`src/rtl/sfod_pkg.sv`:
```
// package: types, constants and face table of the orientation detector
`default_nettype none
package sfod_pkg;

   localparam int SAMPLE_WIDTH  = 16;
   localparam int FRACTION_BITS = 12;
   localparam int THR_WIDTH     = 13;
   localparam int FACE_WIDTH    = 3;
   localparam int CSR_INDEX_WIDTH = 1;
   localparam int CSR_DATA_WIDTH  = THR_WIDTH;

   // signed working width: holds samples, one g and the threshold with headroom
   localparam int WIDEST_OPERAND =
      (SAMPLE_WIDTH > FRACTION_BITS + 1)
         ? ((SAMPLE_WIDTH > THR_WIDTH) ? SAMPLE_WIDTH : THR_WIDTH)
         : ((FRACTION_BITS + 1 > THR_WIDTH) ? FRACTION_BITS + 1 : THR_WIDTH);
   localparam int CALC_WIDTH = WIDEST_OPERAND + 3;

   localparam logic signed [CALC_WIDTH-1:0] ONE_G = CALC_WIDTH'(1) <<< FRACTION_BITS;

   localparam logic [THR_WIDTH-1:0] THR_RESET = THR_WIDTH'(1638);

   typedef logic [FACE_WIDTH-1:0] face_type;

   localparam face_type FACE_UNKNOWN = 3'd0;
   localparam face_type FACE_POS_Z   = 3'd1;
   localparam face_type FACE_POS_X   = 3'd2;
   localparam face_type FACE_POS_Y   = 3'd3;
   localparam face_type FACE_NEG_Y   = 3'd4;
   localparam face_type FACE_NEG_X   = 3'd5;
   localparam face_type FACE_NEG_Z   = 3'd6;
   localparam int FACE_COUNT = 6;

   typedef enum logic [CSR_INDEX_WIDTH-1:0] {
      CSR_THRESHOLD  = 1'b0,
      CSR_START_FACE = 1'b1
   } csr_index_type;

   typedef enum logic [1:0] {
      DIR_ZERO = 2'b00,
      DIR_POS  = 2'b01,
      DIR_NEG  = 2'b10
   } dir_type;

   typedef struct packed {
      dir_type x;
      dir_type y;
      dir_type z;
   } face_vec_type;

   // per-axis comparison results against each expected direction
   typedef struct packed {
      logic near_neg;
      logic near_zero;
      logic near_pos;
      logic fail_neg;
      logic fail_zero;
      logic fail_pos;
   } axis_flags_type;

   typedef struct packed {
      logic signed [SAMPLE_WIDTH-1:0] accel_x;
      logic signed [SAMPLE_WIDTH-1:0] accel_y;
      logic signed [SAMPLE_WIDTH-1:0] accel_z;
   } req_payload_type;

   typedef struct packed {
      face_type face;
      logic     face_changed;
   } rsp_payload_type;

   function automatic face_vec_type face_dir(input face_type face);
      face_vec_type vec;
      vec.x = DIR_ZERO;
      vec.y = DIR_ZERO;
      vec.z = DIR_ZERO;
      unique case (face)
         FACE_POS_Z: vec.z = DIR_POS;
         FACE_POS_X: vec.x = DIR_POS;
         FACE_POS_Y: vec.y = DIR_POS;
         FACE_NEG_Y: vec.y = DIR_NEG;
         FACE_NEG_X: vec.x = DIR_NEG;
         FACE_NEG_Z: vec.z = DIR_NEG;
         default: ;
      endcase
      return vec;
   endfunction

   function automatic logic signed [CALC_WIDTH-1:0] abs_val(
      input logic signed [CALC_WIDTH-1:0] v
   );
      return v[CALC_WIDTH-1] ? -v : v;
   endfunction

endpackage
`default_nettype wire

```
`src/rtl/six_face_orientation_detector_core.sv`:
```
// Six-face orientation detector: one accelerometer sample in, current face out.
//
// req channel: one three-axis sample (signed, FRACTION_BITS fraction bits) per
// transaction, taken when req_valid is high and req_stall is low.
// rsp channel: one result per sample (face 0..6 and a face_changed flag), held
// steady while rsp_stall is high.
// csr port: index 0 sets the hysteresis threshold, index 1 loads the current
// face directly (a value of 7 loads unknown). Write only while no sample is in
// flight.
// Path: sample stage register, then result register.
// Throughput: one sample per cycle while the result is not held; the
// current-face register is updated in the same cycle as the sample is evaluated,
// so consecutive samples chain through it with no gap.
// Stall: while the result register is held, the sample stage holds too and
// req_stall rises once that stage is occupied.
// Reset: both stages empty, threshold 1638 (0.4 g), current face unknown.
`default_nettype none
module six_face_orientation_detector_core (
   input  wire logic                                    clock,
   input  wire logic                                    reset,
   input  wire logic                                    req_valid,
   output logic                                         req_stall,
   input  wire sfod_pkg::req_payload_type               req_data,
   output logic                                         rsp_valid,
   input  wire logic                                    rsp_stall,
   output sfod_pkg::rsp_payload_type                    rsp_data,
   input  wire logic                                    csr_write_enable,
   input  wire logic [sfod_pkg::CSR_INDEX_WIDTH-1:0]    csr_index,
   input  wire logic [sfod_pkg::CSR_DATA_WIDTH-1:0]     csr_wdata
);

   logic                          s1_valid_ff, s1_valid_in;
   sfod_pkg::req_payload_type     s1_data_ff;
   logic                          rsp_valid_ff, rsp_valid_in;
   sfod_pkg::rsp_payload_type     rsp_data_ff;
   logic [sfod_pkg::THR_WIDTH-1:0] thr_ff, thr_in;
   sfod_pkg::face_type            face_ff, face_in;

   logic                          s1_advance;
   sfod_pkg::axis_flags_type      flags_x, flags_y, flags_z;
   sfod_pkg::rsp_payload_type     result;
   sfod_pkg::face_type            start_face;

   assign s1_advance = !rsp_valid_ff || !rsp_stall;
   assign req_stall  = s1_valid_ff && !s1_advance;

   sfod_axis_check u_axis_x (.sample(s1_data_ff.accel_x), .thr(thr_ff), .flags(flags_x));
   sfod_axis_check u_axis_y (.sample(s1_data_ff.accel_y), .thr(thr_ff), .flags(flags_y));
   sfod_axis_check u_axis_z (.sample(s1_data_ff.accel_z), .thr(thr_ff), .flags(flags_z));

   sfod_face_update u_face_update (
      .flags_x      (flags_x),
      .flags_y      (flags_y),
      .flags_z      (flags_z),
      .current_face (face_ff),
      .result       (result)
   );

   assign start_face = csr_wdata[sfod_pkg::FACE_WIDTH-1:0];

   always_comb begin
      s1_valid_in  = req_stall ? s1_valid_ff : req_valid;
      rsp_valid_in = s1_advance ? s1_valid_ff : rsp_valid_ff;
      thr_in       = thr_ff;
      face_in      = face_ff;
      if (s1_valid_ff && s1_advance) begin
         face_in = result.face;
      end
      if (csr_write_enable) begin
         unique case (sfod_pkg::csr_index_type'(csr_index))
            sfod_pkg::CSR_THRESHOLD: thr_in = csr_wdata[sfod_pkg::THR_WIDTH-1:0];
            sfod_pkg::CSR_START_FACE: begin
               face_in = (start_face > sfod_pkg::FACE_NEG_Z) ? sfod_pkg::FACE_UNKNOWN
                                                             : start_face;
            end
            default: ;
         endcase
      end
   end

   always_ff @(posedge clock) begin
      if (reset) begin
         s1_valid_ff  <= 1'b0;
         rsp_valid_ff <= 1'b0;
         thr_ff       <= sfod_pkg::THR_RESET;
         face_ff      <= sfod_pkg::FACE_UNKNOWN;
      end else begin
         s1_valid_ff  <= s1_valid_in;
         rsp_valid_ff <= rsp_valid_in;
         thr_ff       <= thr_in;
         face_ff      <= face_in;
      end
   end

   always_ff @(posedge clock) begin
      if (!req_stall) begin
         s1_data_ff <= req_data;
      end
      if (s1_advance && s1_valid_ff) begin
         rsp_data_ff <= result;
      end
   end

   assign rsp_valid = rsp_valid_ff;
   assign rsp_data  = rsp_data_ff;

endmodule
`default_nettype wire

```
`src/rtl/sfod_axis_check.sv`:
```
// one axis: tolerance tests of a sample against the three expected directions
`default_nettype none
module sfod_axis_check (
   input  wire logic signed [sfod_pkg::SAMPLE_WIDTH-1:0] sample,
   input  wire logic [sfod_pkg::THR_WIDTH-1:0]           thr,
   output sfod_pkg::axis_flags_type                      flags
);

   logic signed [sfod_pkg::CALC_WIDTH-1:0] a_ext;
   logic signed [sfod_pkg::CALC_WIDTH-1:0] thr_ext;
   logic signed [sfod_pkg::CALC_WIDTH-1:0] lim;
   logic signed [sfod_pkg::CALC_WIDTH-1:0] dist_zero;
   logic signed [sfod_pkg::CALC_WIDTH-1:0] dist_pos;
   logic signed [sfod_pkg::CALC_WIDTH-1:0] dist_neg;

   assign a_ext   = {{(sfod_pkg::CALC_WIDTH-sfod_pkg::SAMPLE_WIDTH){sample[sfod_pkg::SAMPLE_WIDTH-1]}},
                     sample};
   assign thr_ext = {{(sfod_pkg::CALC_WIDTH-sfod_pkg::THR_WIDTH){1'b0}}, thr};
   // may go negative when the threshold exceeds one g
   assign lim     = sfod_pkg::ONE_G - thr_ext;

   assign dist_zero = sfod_pkg::abs_val(a_ext);
   assign dist_pos  = sfod_pkg::abs_val(sfod_pkg::ONE_G - a_ext);
   assign dist_neg  = sfod_pkg::abs_val(-sfod_pkg::ONE_G - a_ext);

   always_comb begin
      flags.fail_zero = (a_ext < -thr_ext) || (a_ext > thr_ext);
      flags.fail_pos  = a_ext < lim;
      flags.fail_neg  = a_ext > -lim;
      flags.near_zero = dist_zero < lim;
      flags.near_pos  = dist_pos < lim;
      flags.near_neg  = dist_neg < lim;
   end

endmodule
`default_nettype wire

```
`src/rtl/sfod_face_update.sv`:
```
// decides the next face from the three axis results and the current face
`default_nettype none
module sfod_face_update (
   input  wire sfod_pkg::axis_flags_type  flags_x,
   input  wire sfod_pkg::axis_flags_type  flags_y,
   input  wire sfod_pkg::axis_flags_type  flags_z,
   input  wire sfod_pkg::face_type        current_face,
   output sfod_pkg::rsp_payload_type      result
);

   function automatic logic axis_fail(input sfod_pkg::axis_flags_type f,
                                      input sfod_pkg::dir_type d);
      logic r;
      case (d)
         sfod_pkg::DIR_POS: r = f.fail_pos;
         sfod_pkg::DIR_NEG: r = f.fail_neg;
         default:           r = f.fail_zero;
      endcase
      return r;
   endfunction

   function automatic logic axis_near(input sfod_pkg::axis_flags_type f,
                                      input sfod_pkg::dir_type d);
      logic r;
      case (d)
         sfod_pkg::DIR_POS: r = f.near_pos;
         sfod_pkg::DIR_NEG: r = f.near_neg;
         default:           r = f.near_zero;
      endcase
      return r;
   endfunction

   sfod_pkg::face_vec_type old_vec;
   logic                   update;
   sfod_pkg::face_type     next_face;

   assign old_vec = sfod_pkg::face_dir(current_face);
   assign update  = axis_fail(flags_x, old_vec.x) || axis_fail(flags_y, old_vec.y) ||
                    axis_fail(flags_z, old_vec.z);

   always_comb begin
      sfod_pkg::face_vec_type vec;
      next_face = current_face;
      // later faces override earlier ones: highest candidate wins
      for (int i = 1; i <= sfod_pkg::FACE_COUNT; i++) begin
         vec = sfod_pkg::face_dir(sfod_pkg::FACE_WIDTH'(i));
         if (update && axis_near(flags_x, vec.x) && axis_near(flags_y, vec.y) &&
             axis_near(flags_z, vec.z)) begin
            next_face = sfod_pkg::FACE_WIDTH'(i);
         end
      end
   end

   assign result.face         = next_face;
   assign result.face_changed = next_face != current_face;

endmodule
`default_nettype wire

```
`config.mk`:
```
export PLATFORM = sky130hd
export DESIGN_NAME = six_face_orientation_detector_core
export DESIGN_NICKNAME = d
export VERILOG_FILES = /design/src/rtl/sfod_pkg.sv /design/src/rtl/six_face_orientation_detector_core.sv /design/src/rtl/sfod_axis_check.sv /design/src/rtl/sfod_face_update.sv
export SDC_FILE = /design/constraint.sdc
export NUM_CORES = 1
export LEC_CHECK = 0
export ABC_AREA = 1
export BUFFER_PORTS_ARGS = -buffer_cell sky130_fd_sc_hd__buf_4
export CORE_MARGIN = 2
export CORE_UTILIZATION = 40
export DETAILED_ROUTE_END_ITERATION = 16
export PLACE_DENSITY_LB_ADDON = 0.05
export RECOVER_POWER = 100
export SYNTH_ARGS = -nofsm -noshare
export SYNTH_HDL_FRONTEND = slang
export SYNTH_SLANG_ARGS = --single-unit
```
`constraint.sdc`:
```
create_clock -name clock -period 9.6 [get_ports clock]
set_input_delay 0.96 -clock clock [delete_from_list [all_inputs] [get_ports clock]]
set_output_delay 0.96 -clock clock [all_outputs]
set_load 0.01 [all_outputs]
```
# Yosys cells after proc, flatten, opt, wreduce, memory -nomap -nowiden
# Cells that the tools add are included.
[classes]
n_lt_le_gt_ge = 22
addsub = 18
n_bitwise = 1
n_eq_ne = 13
n_reduce_logical = 26
muxes = 25
[ops]
columns = ["operator", "count"]
rows = [
  ["$lt 19x14->1", 9],
  ["$mux 19", 9],
  ["$neg 19->19", 6],
  ["$gt 16x19->1", 3],
  ["$lt 16x19->1", 3],
  ["$neg 16->19", 3],
  ["$sub 13x16->17 const A", 3],
  ["$sub 14x16->17 const A", 3],
  ["$gt 16x14->1", 3],
  ["$lt 16x14->1", 3],
  ["$mux 3", 10],
  ["$neg 13->19", 1],
  ["$neg 14->19", 1],
  ["$logic_and 1x1->1", 16],
  ["$sub 13x13->14 const A", 1],
  ["$pmux 2 s2", 3],
  ["$eq 3x3->1 const B", 3],
  ["$eq 2x1->1 const B", 3],
  ["$eq 2x2->1 const B", 3],
  ["$eq 3x2->1 const B", 2],
  ["$logic_or 1x1->1", 6],
  ["$pmux 1 s2", 3],
  ["$eq 3x1->1 const B", 1],
  ["$gt 3x3->1 const B", 1],
  ["4 further kinds", 6],
]
[totals]
output_inout_bits = 6
register_bits = 70

# Longest topological paths before layout
[logic_depth]
word_depth = 18
ltp_mapped = 46
ltp_nobuf = 46

# Modules after synthesis
# Synthesis repeated with hierarchy kept, for this count alone.
[unflattened]
cells_unflattened = 2455
hier_area_um2 = 16394.5
[modules_own_cells]
columns = ["module", "instances", "area_each_um2", "cells_per_inst"]
rows = [
  ["sfod_axis_check at u_axis_x ...", 2, 4541.9, 730],
  ["sfod_axis_check at u_axis_z", 1, 4654.5, 780],
  ["six_face_orientation_detector_core", 1, 2283.4, 147],
  ["sfod_face_update", 1, 372.9, 68],
]

# Least setup slack after synthesis
# Ideal clock, no wire load.
[synth_path]
path_kind = "register -> register"
start = "reg s1_data_ff[17] in the netlist's numbering"
end = "reg rsp_data_ff (netlist bit rsp_data[0]), data pin"
arrival_ns = 4.717
slack_ns = 4.623
stages_incl_launch_ff = 41
setup_time_ns = 0.260
required_ns = 9.340
path_cell_list = "edfxtp_1 > inv_1 > ha_1 > nand2_1 > nor2_1 > inv_1 > nor2_1 > inv_1 > nor2_1 > inv_1 > or2_2 > nor2_1 > inv_1 > nor2_1 > inv_1 > nor3_1 > inv_1 > nor2_1 > (+5 left out) > o21ai_0 > ha_1 > a21oi_1 > nor2_1 > o31ai_1 > o211ai_1 > a2111oi_0 > xor2_1 > nor2_1 > nand3_1 > nand2_1 > inv_2 > nand3_1 > nand2_2 > nand2_1 > nand2_1 > nor2_1 > nand3_1"
[synth_lines]
columns = ["item", "line_no", "rtl"]
rows = [
  ["start, declared", "six_face_orientation_detector_core.sv:33", "sfod_pkg::req_payload_type s1_data_ff;"],
  ["start signal, assigned", "six_face_orientation_detector_core.sv:97", "s1_data_ff <= req_data;"],
  ["end signal, assigned", "six_face_orientation_detector_core.sv:100", "rsp_data_ff <= result;"],
  ["end, declared", "six_face_orientation_detector_core.sv:35", "sfod_pkg::rsp_payload_type rsp_data_ff;"],
]

==> reports/summary.txt <==
cts bufs inserted -> 9
unrepaired setup endpoints after global routing -> false
Fillers -> 3,728
drt pass-1 iters -> 5
Cell Rows -> 68
Worst EP arrival -> 6530 ps
Min Hold Slack -> 477.5 ps
count leader, synth -> nand2_1
first-pass GRT wire length -> 72,980 um
hold path depth -> 2
Final #Nets -> 2,574
area leader, netlist -> ha_1
die width -> 191.3 um
Routed WL -> 46,610 um
die area -> 36,590 um^2
final number of setup-violating endpoints -> 0
Total GRT Usage -> 0.2610
share of layout cells above drive strength 1 -> 0.06250
initial DRC count -> 772
Die Y -> 191.3 um
status -> finished, violations left
leakage -> 7.775 nW
footprint of the multi-input gates -> 11,130 um^2
H-tree Lvls -> 3
sequential fraction of the synthesis area -> 0.1370
endpoint class of the critical path -> register
end of the critical path -> rsp_data[0]$_DFFE_PP_
slowest stage delay, CP -> 780 ps
Reg2Reg Setup Slack -> 3180 ps
Worst slew margin -> -0.9844
Slew Limit Fails -> 49
Post-synth top flop -> edfxtp_1
FF/Latch Area -> 1922 um^2
Fin Clk Skew -> 8.325 ps
vias after detailed routing -> 14,081
Post-CTS Hold Buffers -> 0
met2 wire len -> 21,550 um
setup TNS -> 0 ps
port bufs -> 72
failing checks -> capacitance limit, slew limit
Avg Cell Area, Syn -> 6.700 um^2
max layer used -> met4
Fmax -> 155.9 MHz
DRT met1 WL -> 21,380 um
Crit Reg-Reg Endpoint -> rsp_data[0]$_DFFE_PP_
PwrDens -> 97.34 nW/um^2
number of clock sinks -> 70
Yosys top cell area share -> 0.2854
Crit Path Class -> register to register
register clock-pin slew on the reported worst setup and hold paths -> 70 ps
VDD IR max -> 76.02 uV
Async S/R FF share, synth -> 0
DRC viols -> 0
RR Startpoint -> s1_data_ff[17]$_DFFE_PN_
final hold vios -> 0
period utilisation layout -> 0.6683
CP max FO -> 16
CTS tree -> built
Core Area -> 34,540 um^2
synthesis-to-finish area growth -> 10.08%
post-DP HPWL -> 36,290 um
start point of the critical path -> s1_data_ff[17]$_DFFE_PN_
post-route cell area -> 15,440 um^2
CTS root buf -> clkbuf_16
slowest CP cell -> a21oi_1
Hold Path Class -> register to register
Worst Path Required -> 9710 ps
Post-DP Area -> 15,220 um^2
top post-synthesis cells by area -> ha_1, nand2_1, edfxtp_1
DR vias/cell -> 5.320
post-route core utilization -> 0.4471
io pins -> 73
EDFF count, synth -> 52
GRT Residual Overflow -> 0
Initial Utilization -> 0.4062
yosys warns -> 0
met3 WL -> 1966 um
Post-synth top cells -> nand2_1, ha_1, inv_1, a21oi_1, nor2_1
vias in the first global route -> 13,490
initial antenna violation count -> 0
post-CTS setup buffer count -> 0
drt wl/cell -> 17.61 um
max-cap violations -> 1
Final Critical Period -> 6415 ps
largest net degree at the start of global routing -> 49
PostCTS Resize Cnt -> 0
Cells after Synth -> 2,094
Post-Syn Area -> 14,030 um^2
GP Congestion -> 0.9395
Worst R2R Path Depth -> 39
Netlist cell types -> 51
ant diodes -> 0
number of synthesized register bits -> 70
cell mode on critical path -> nor2_1
clk_lat worst skew -> 360 ps
element type at the critical path start -> register
Max clock buf depth -> 2
Post-DRT Antenna Nets -> 0
worst slew pin tran -> 2977 ps
==> placed cells by master, fill, tap and decap left out, drive strengths merged, types with 9 or more instances in the layout <==
cell type and instances:
nor2 186, xor2 56, conb 27, xnor2 21
a21oi 174, clkbuf 68, a21o 9, o21ai 168
inv 253, nand2 493, edfxtp 52, dfxtp 18
o211ai 21, ha 320, o31ai 11, nor3 44
nand3 123, nor4 12, buf 28, nand4 33
==> cell type report <==
cell class | count | share of cell area
inverters | 252 | 0.06125
multi-input cells | 1767 | 0.7206
flip-flops and latches | 70 | 0.1244
repair buffers | 87 | 0.03840
clock buffers | 9 | 0.01458
well taps | 455 | 0.03686
clock inverters | 7 | 0.003808
==> cell families after synthesis <==
logic type | Yosys count | synth area share
AND/OR/NAND/NOR | 912 | 0.2811
XOR/XNOR | 77 | 0.04860
flip-flops | 70 | 0.1370
adder cells (fa/ha/maj) | 320 | 0.2854
AO/OA/AOI/OAI | 431 | 0.1711
buffers and inverters | 283 | 0.07652
other | 1 | 0.0002673
==> state kept, by name, indices dropped and copies added (netlist names) <==
signal	cells
rsp_valid	1
thr_ff	13
face_ff	3
s1_data_ff	48
rsp_data	4
s1_valid_ff	1
==> how the worst min path moves through the flow <==
stage,from,to,slack [ps]
CTS,s1_valid_ff$_SDFFE_PP0N_,rsp_valid$_SDFFE_PP0N_,480
detailed placement,s1_valid_ff$_SDFFE_PP0N_,rsp_valid$_SDFFE_PP0N_,470
global route,s1_valid_ff$_SDFFE_PP0N_,rsp_valid$_SDFFE_PP0N_,500
global placement,s1_valid_ff$_SDFFE_PP0N_,rsp_valid$_SDFFE_PP0N_,460
finish,s1_valid_ff$_SDFFE_PP0N_,rsp_valid$_SDFFE_PP0N_,480
floorplan,s1_valid_ff$_SDFFE_PP0N_,rsp_valid$_SDFFE_PP0N_,440
==> worst max-delay path, delay by kind of cell (launching register included) <==
family / cells / cell delay, ps
compound gates: 5 / 1540
xor+xnor: 2 / 650
fa+ha+maj: 2 / 430
buf+inv: 9 / 1000
flops: 1 / 480
simple gates: 21 / 2050
==> per-layer routing <==
metal  vias to the layer above  GRT usage
met5                         -          0
met4                         0     0.1006
met3                        83    0.02772
met2                       294     0.4493
met1                      6329     0.3334
li1                       7375          -
==> power breakdown <==
group	internal [mW]	total (mW)	switching, mW
Combinational	0.278	0.768	0.490
Sequential	0.350	0.391	0.0417
Clock	0.181	0.344	0.164
Total	0.808	1.50	0.695
==> metrics by stage <==
stage | cells | total power, mW | worst slack (ps)
floorplan | 2120 | 0.9295 | 4623
global placement | 2631 | 1.152 | 3407
detailed placement | 2631 | 1.165 | 3303
CTS | 2647 | 1.515 | 3255
global route | 2647 | 1.640 | 2300
finish | 2647 | 1.503 | 3185
No activity file was read; power rests on OpenSTA's default activity.
